## src/sv/ksc_pkg.sv

```systemverilog
`default_nettype none
package ksc_pkg;
    localparam int MaxFramesDef = 64;
    localparam int SampleW = 16;
    localparam int CountW = 7;
    localparam int KappaW = 7;
    localparam int PassW = 5;
    localparam logic [KappaW-1:0] KappaReset = 7'd30;
    localparam logic [PassW-1:0] PassReset = 5'd3;
    localparam logic [0:0] AddrKappa = 1'b0;
    localparam logic [0:0] AddrPass = 1'b1;

    // back part sequencing
    typedef enum logic [3:0] {
        ST_IDLE,
        ST_SUM,
        ST_SUMW,
        ST_VAR1,
        ST_VAR2,
        ST_CMP,
        ST_CMPW,
        ST_SORT,
        ST_EMIT,
        ST_EMPTY
    } back_state_t;

    // one queued request from the front part
    typedef struct packed {
        logic [SampleW-1:0] sample;
        logic               last;
    } req_t;
endpackage
`default_nettype wire

```

## src/sv/ksc_front.sv

```systemverilog
`default_nettype none
module ksc_front (
    input  wire logic            clk,
    input  wire logic            rst_n,
    input  wire logic            in_valid,
    output logic                 in_ready,
    input  wire ksc_pkg::req_t   in_req,
    output logic                 q_valid,
    input  wire logic            q_ready,
    output ksc_pkg::req_t        q_req
);
    import ksc_pkg::*;

    // two-entry request queue
    req_t       mem_reg [2];
    logic       wp_reg, wp_next, rp_reg, rp_next;
    logic [1:0] cnt_reg, cnt_next;
    logic       push, pop;

    assign in_ready = (cnt_reg != 2'd2);
    assign q_valid  = (cnt_reg != 2'd0);
    assign q_req    = mem_reg[rp_reg];
    assign push     = in_valid && in_ready;
    assign pop      = q_valid && q_ready;

    always_comb
    begin
        wp_next  = wp_reg ^ push;
        rp_next  = rp_reg ^ pop;
        cnt_next = cnt_reg + {1'b0, push} - {1'b0, pop};
    end

    always_ff @(posedge clk or negedge rst_n)
    begin
        if (!rst_n)
        begin
            wp_reg  <= 1'b0;
            rp_reg  <= 1'b0;
            cnt_reg <= 2'd0;
        end
        else
        begin
            wp_reg  <= wp_next;
            rp_reg  <= rp_next;
            cnt_reg <= cnt_next;
        end
    end

    always_ff @(posedge clk)
    begin
        if (push)
            mem_reg[wp_reg] <= in_req;
    end
endmodule
`default_nettype wire

```

## config.mk

```make
export PLATFORM = sky130hd
export DESIGN_NAME = ksc_front
export DESIGN_NICKNAME = d
export VERILOG_FILES = /design/src/sv/ksc_pkg.sv /design/src/sv/ksc_front.sv
export SDC_FILE = /design/constraint.sdc
export NUM_CORES = 1
export LEC_CHECK = 0
export ABC_AREA = 1
export BUFFER_PORTS_ARGS = -buffer_cell sky130_fd_sc_hd__buf_2
export CORE_AREA = 2 2 56 58
export CTS_BUF_LIST = sky130_fd_sc_hd__clkbuf_8
export DETAILED_ROUTE_END_ITERATION = 10
export DIE_AREA = 0 0 58 60
export HOLD_SLACK_MARGIN = 0.1
export PLACE_DENSITY = 0.79
export SYNTH_ARGS = -nofsm -noshare
export SYNTH_HDL_FRONTEND = slang
export SYNTH_SLANG_ARGS = --single-unit
```

## constraint.sdc

```tcl
create_clock -name clk -period 2.2 [get_ports clk]
set_clock_uncertainty 0.05 [all_clocks]
set_input_delay 0.11 -clock clk [delete_from_list [all_inputs] [get_ports clk]]
set_output_delay 0.11 -clock clk [all_outputs]
set_load 0.02 [all_outputs]
```

==> impl_results.md <==
* Outcome: finished clean
* Final Wtd Congestion at 0.662
* Cts repair resizes at 0
* H-tree depth at 2
* Final Max Slew Viols at 0
* Vias in the first global route at 1069
* Top-area cell type share of the netlist area at 0.689
* Initial DRC count at 28
* Die Y at 60 µm
* Netlist cell types at 14
* All-Layer GR Usage at 0.183
* Residual DRC at 0
* Worst-Margin Slew at 0.417 ns
* Buffers on Ports at 39
* Max clock buf depth at 2
* Synth area leaders: edfxtp_1, nand2_1, dfrtp_1, inv_1, ha_1
* Vias per cell at 4.68
* Synthesized flop and latch total at 38
* Worst-path clk slew at 0.06 ns
* Pre-CTS setup slack at 0.553 ns
* First-pass GRT wire length at 4.59 mm
* Drt pass-1 iters at 4
* RSZ-0062 raised after global routing: no
* Seq/Total Area, Yosys at 0.756
* Area growth syn-to-layout at 33.6%
* Die width at 58 µm
* Vias post-DR at 1020
* Root buffer cell: clkbuf_8
* Multi-input logic area at 294 µm²
* Filler Cells Inserted at 231
* Post-DRT Antenna Nets at 0
* Number of max-cap violations at 0
* Largest net degree at the start of global routing at 19
* Setup Fix Bufs, Post-CTS at 0
* Post-synth top area cell: edfxtp_1
* Pwr/cell area at 1260 nW/µm²
* Initial Utilization at 0.511
* Cell family with most CP delay: flip-flops
* Worst slew margin at 0.722
* CP Class: reg2reg
* Hold Buf Count CTS at 19
* Setup TNS at 0 ns
* Final setup viols at 0
* Post-Synthesis Cells at 120
* Grt ovf at 0
* Die area at 3480 µm²
* Most used cell, CP: nand2_2
* Core ar. at 2900 µm²
* Worst Setup End Kind: flip-flop
* CTS Buf Count at 5
* # IOs at 40
* DP Wirelength at 1.92 mm
* Layout cells sized above 1 at 0.281
* Worst path cell trace: nand2_2 > nand2_2 > inv_1 > ha_1 > buf_4
* Crit path buf inv count at 2
* CTS Sinks at 38
* Diode count at 0
* Average cell area after synthesis at 12.4 µm²
* Register area at 1120 µm²
* Worst vdd ir at 0.000946 V
* Fin crit period at 1.65 ns
* Post-route setup slack at 0.548 ns
* Tcrit/Tclk final at 0.751
* Worst stage delay on the critical path at 0.43 ns
* Area after DPL at 1710 µm²
* F_max at 605 MHz
* Wire per inst at 12.4 µm
* Max reg flops at 34
* Largest fanout on the critical path at 11
* Synth Cell Area at 1480 µm²
* Critical Path RT at 2.13 ns
* Final nets at 208
* Row count at 20
* Post-route cell area at 1980 µm²
* WL final at 2.71 mm
* CP startpoint kind: flip-flop
* Later-pin clock latency in the skew report at 0.28 ns
* Critical Path AT at 1.58 ns
* Yosys warns at 0
* Final hold viol count at 0
* Slowest CP cell: dfrtp_1
* CTS tree: done
* Post-synth net total at 143
* HP Class: in2reg
* P_leak at 0.915 nW
* Initial antenna violation count at 0
## area by class of cell
cell class,instances,area share
flip-flops and latches,38,0.566
repair buffers,61,0.206
multi-input cells,69,0.148
clock buffers,5,0.0347
well taps,33,0.0208
inverters,10,0.0202
clock inverters,2,0.00379
## kinds of logic after synthesis
logic type      after synthesis  share of synthesized area
buf+inv                      13                     0.0473
fa+ha+maj                     2                     0.0169
simple gates                 65                      0.170
xor+xnor                      1                    0.00591
flops                        38                      0.756
compound gates                1                    0.00337
## cells in the mapped netlist
library cell	n
nand3_1	1
edfxtp_1	34
dfrtp_1	4
nand2_2	2
buf_6	2
inv_1	9
ha_1	2
nor2_2	1
nor2_1	2
o21ai_1	1
xor2_1	1
buf_4	1
nand2_1	59
inv_4	1
## power breakdown
group	leakage [nW]	internal, W	switching (W)
logic	0.506	0.000322	0.000664
clock network	0.0466	0.000208	0.000211
registers	0.363	0.000995	0.0000917
total	0.915	0.00153	0.000967
## worst min-delay path, stage by stage
cell and delay, ns:
buf_2 0.08, nand2_2 0.07, nand3_1 0.09, nand2_1 0.06
## final timing paths
path | start | end | slack (ns) | depth (start not counted)
min | in_valid | cnt_reg[1] | 0.12 | 4
min reg2reg | cnt_reg[0] | cnt_reg[0] | 0.53 | 1
max reg2reg | cnt_reg[1] | mem_reg[0][9] | 0.55 | 5
max in group asynchronous | rst_n | cnt_reg[1] | 1.24 | 3
max | cnt_reg[1] | mem_reg[0][9] | 0.55 | 5
min in group asynchronous | rst_n | wp_reg | 0.69 | 3
## cell usage in the layout (no fill, tap or decap), drive strengths merged
cell         instances
nor2                 3
dlygate4sd3         19
o21ai                1
nand2               61
nand3                1
dfrtp                4
edfxtp              34
buf                 42
inv                 12
clkbuf               5
xor2                 1
ha                   2
## stage by stage
stage | hold WS (ns) | power (W) | std cells | util
4_1_cts | 0.118 | 0.00252 | 218 | 0.682
5_1_grt | 0.143 | 0.00266 | 218 | 0.682
2_1_floorplan | -0.236 | 0.00176 | 120 | -
6_report | 0.125 | 0.00249 | 218 | 0.682
3_5_place_dp | -0.128 | 0.00207 | 192 | 0.591
3_3_place_gp | -0.131 | 0.00202 | 192 | 0.591
## per-layer routing
metal  global-route usage  part of all wire  vias up
li1                     -                 -      517
met1                0.216              0.44      457
met2                0.307              0.48       39
met3               0.0628             0.068        7
met4               0.0731             0.014        0
met5                    0                 0        -
Power figures use the tool's default switching activity.
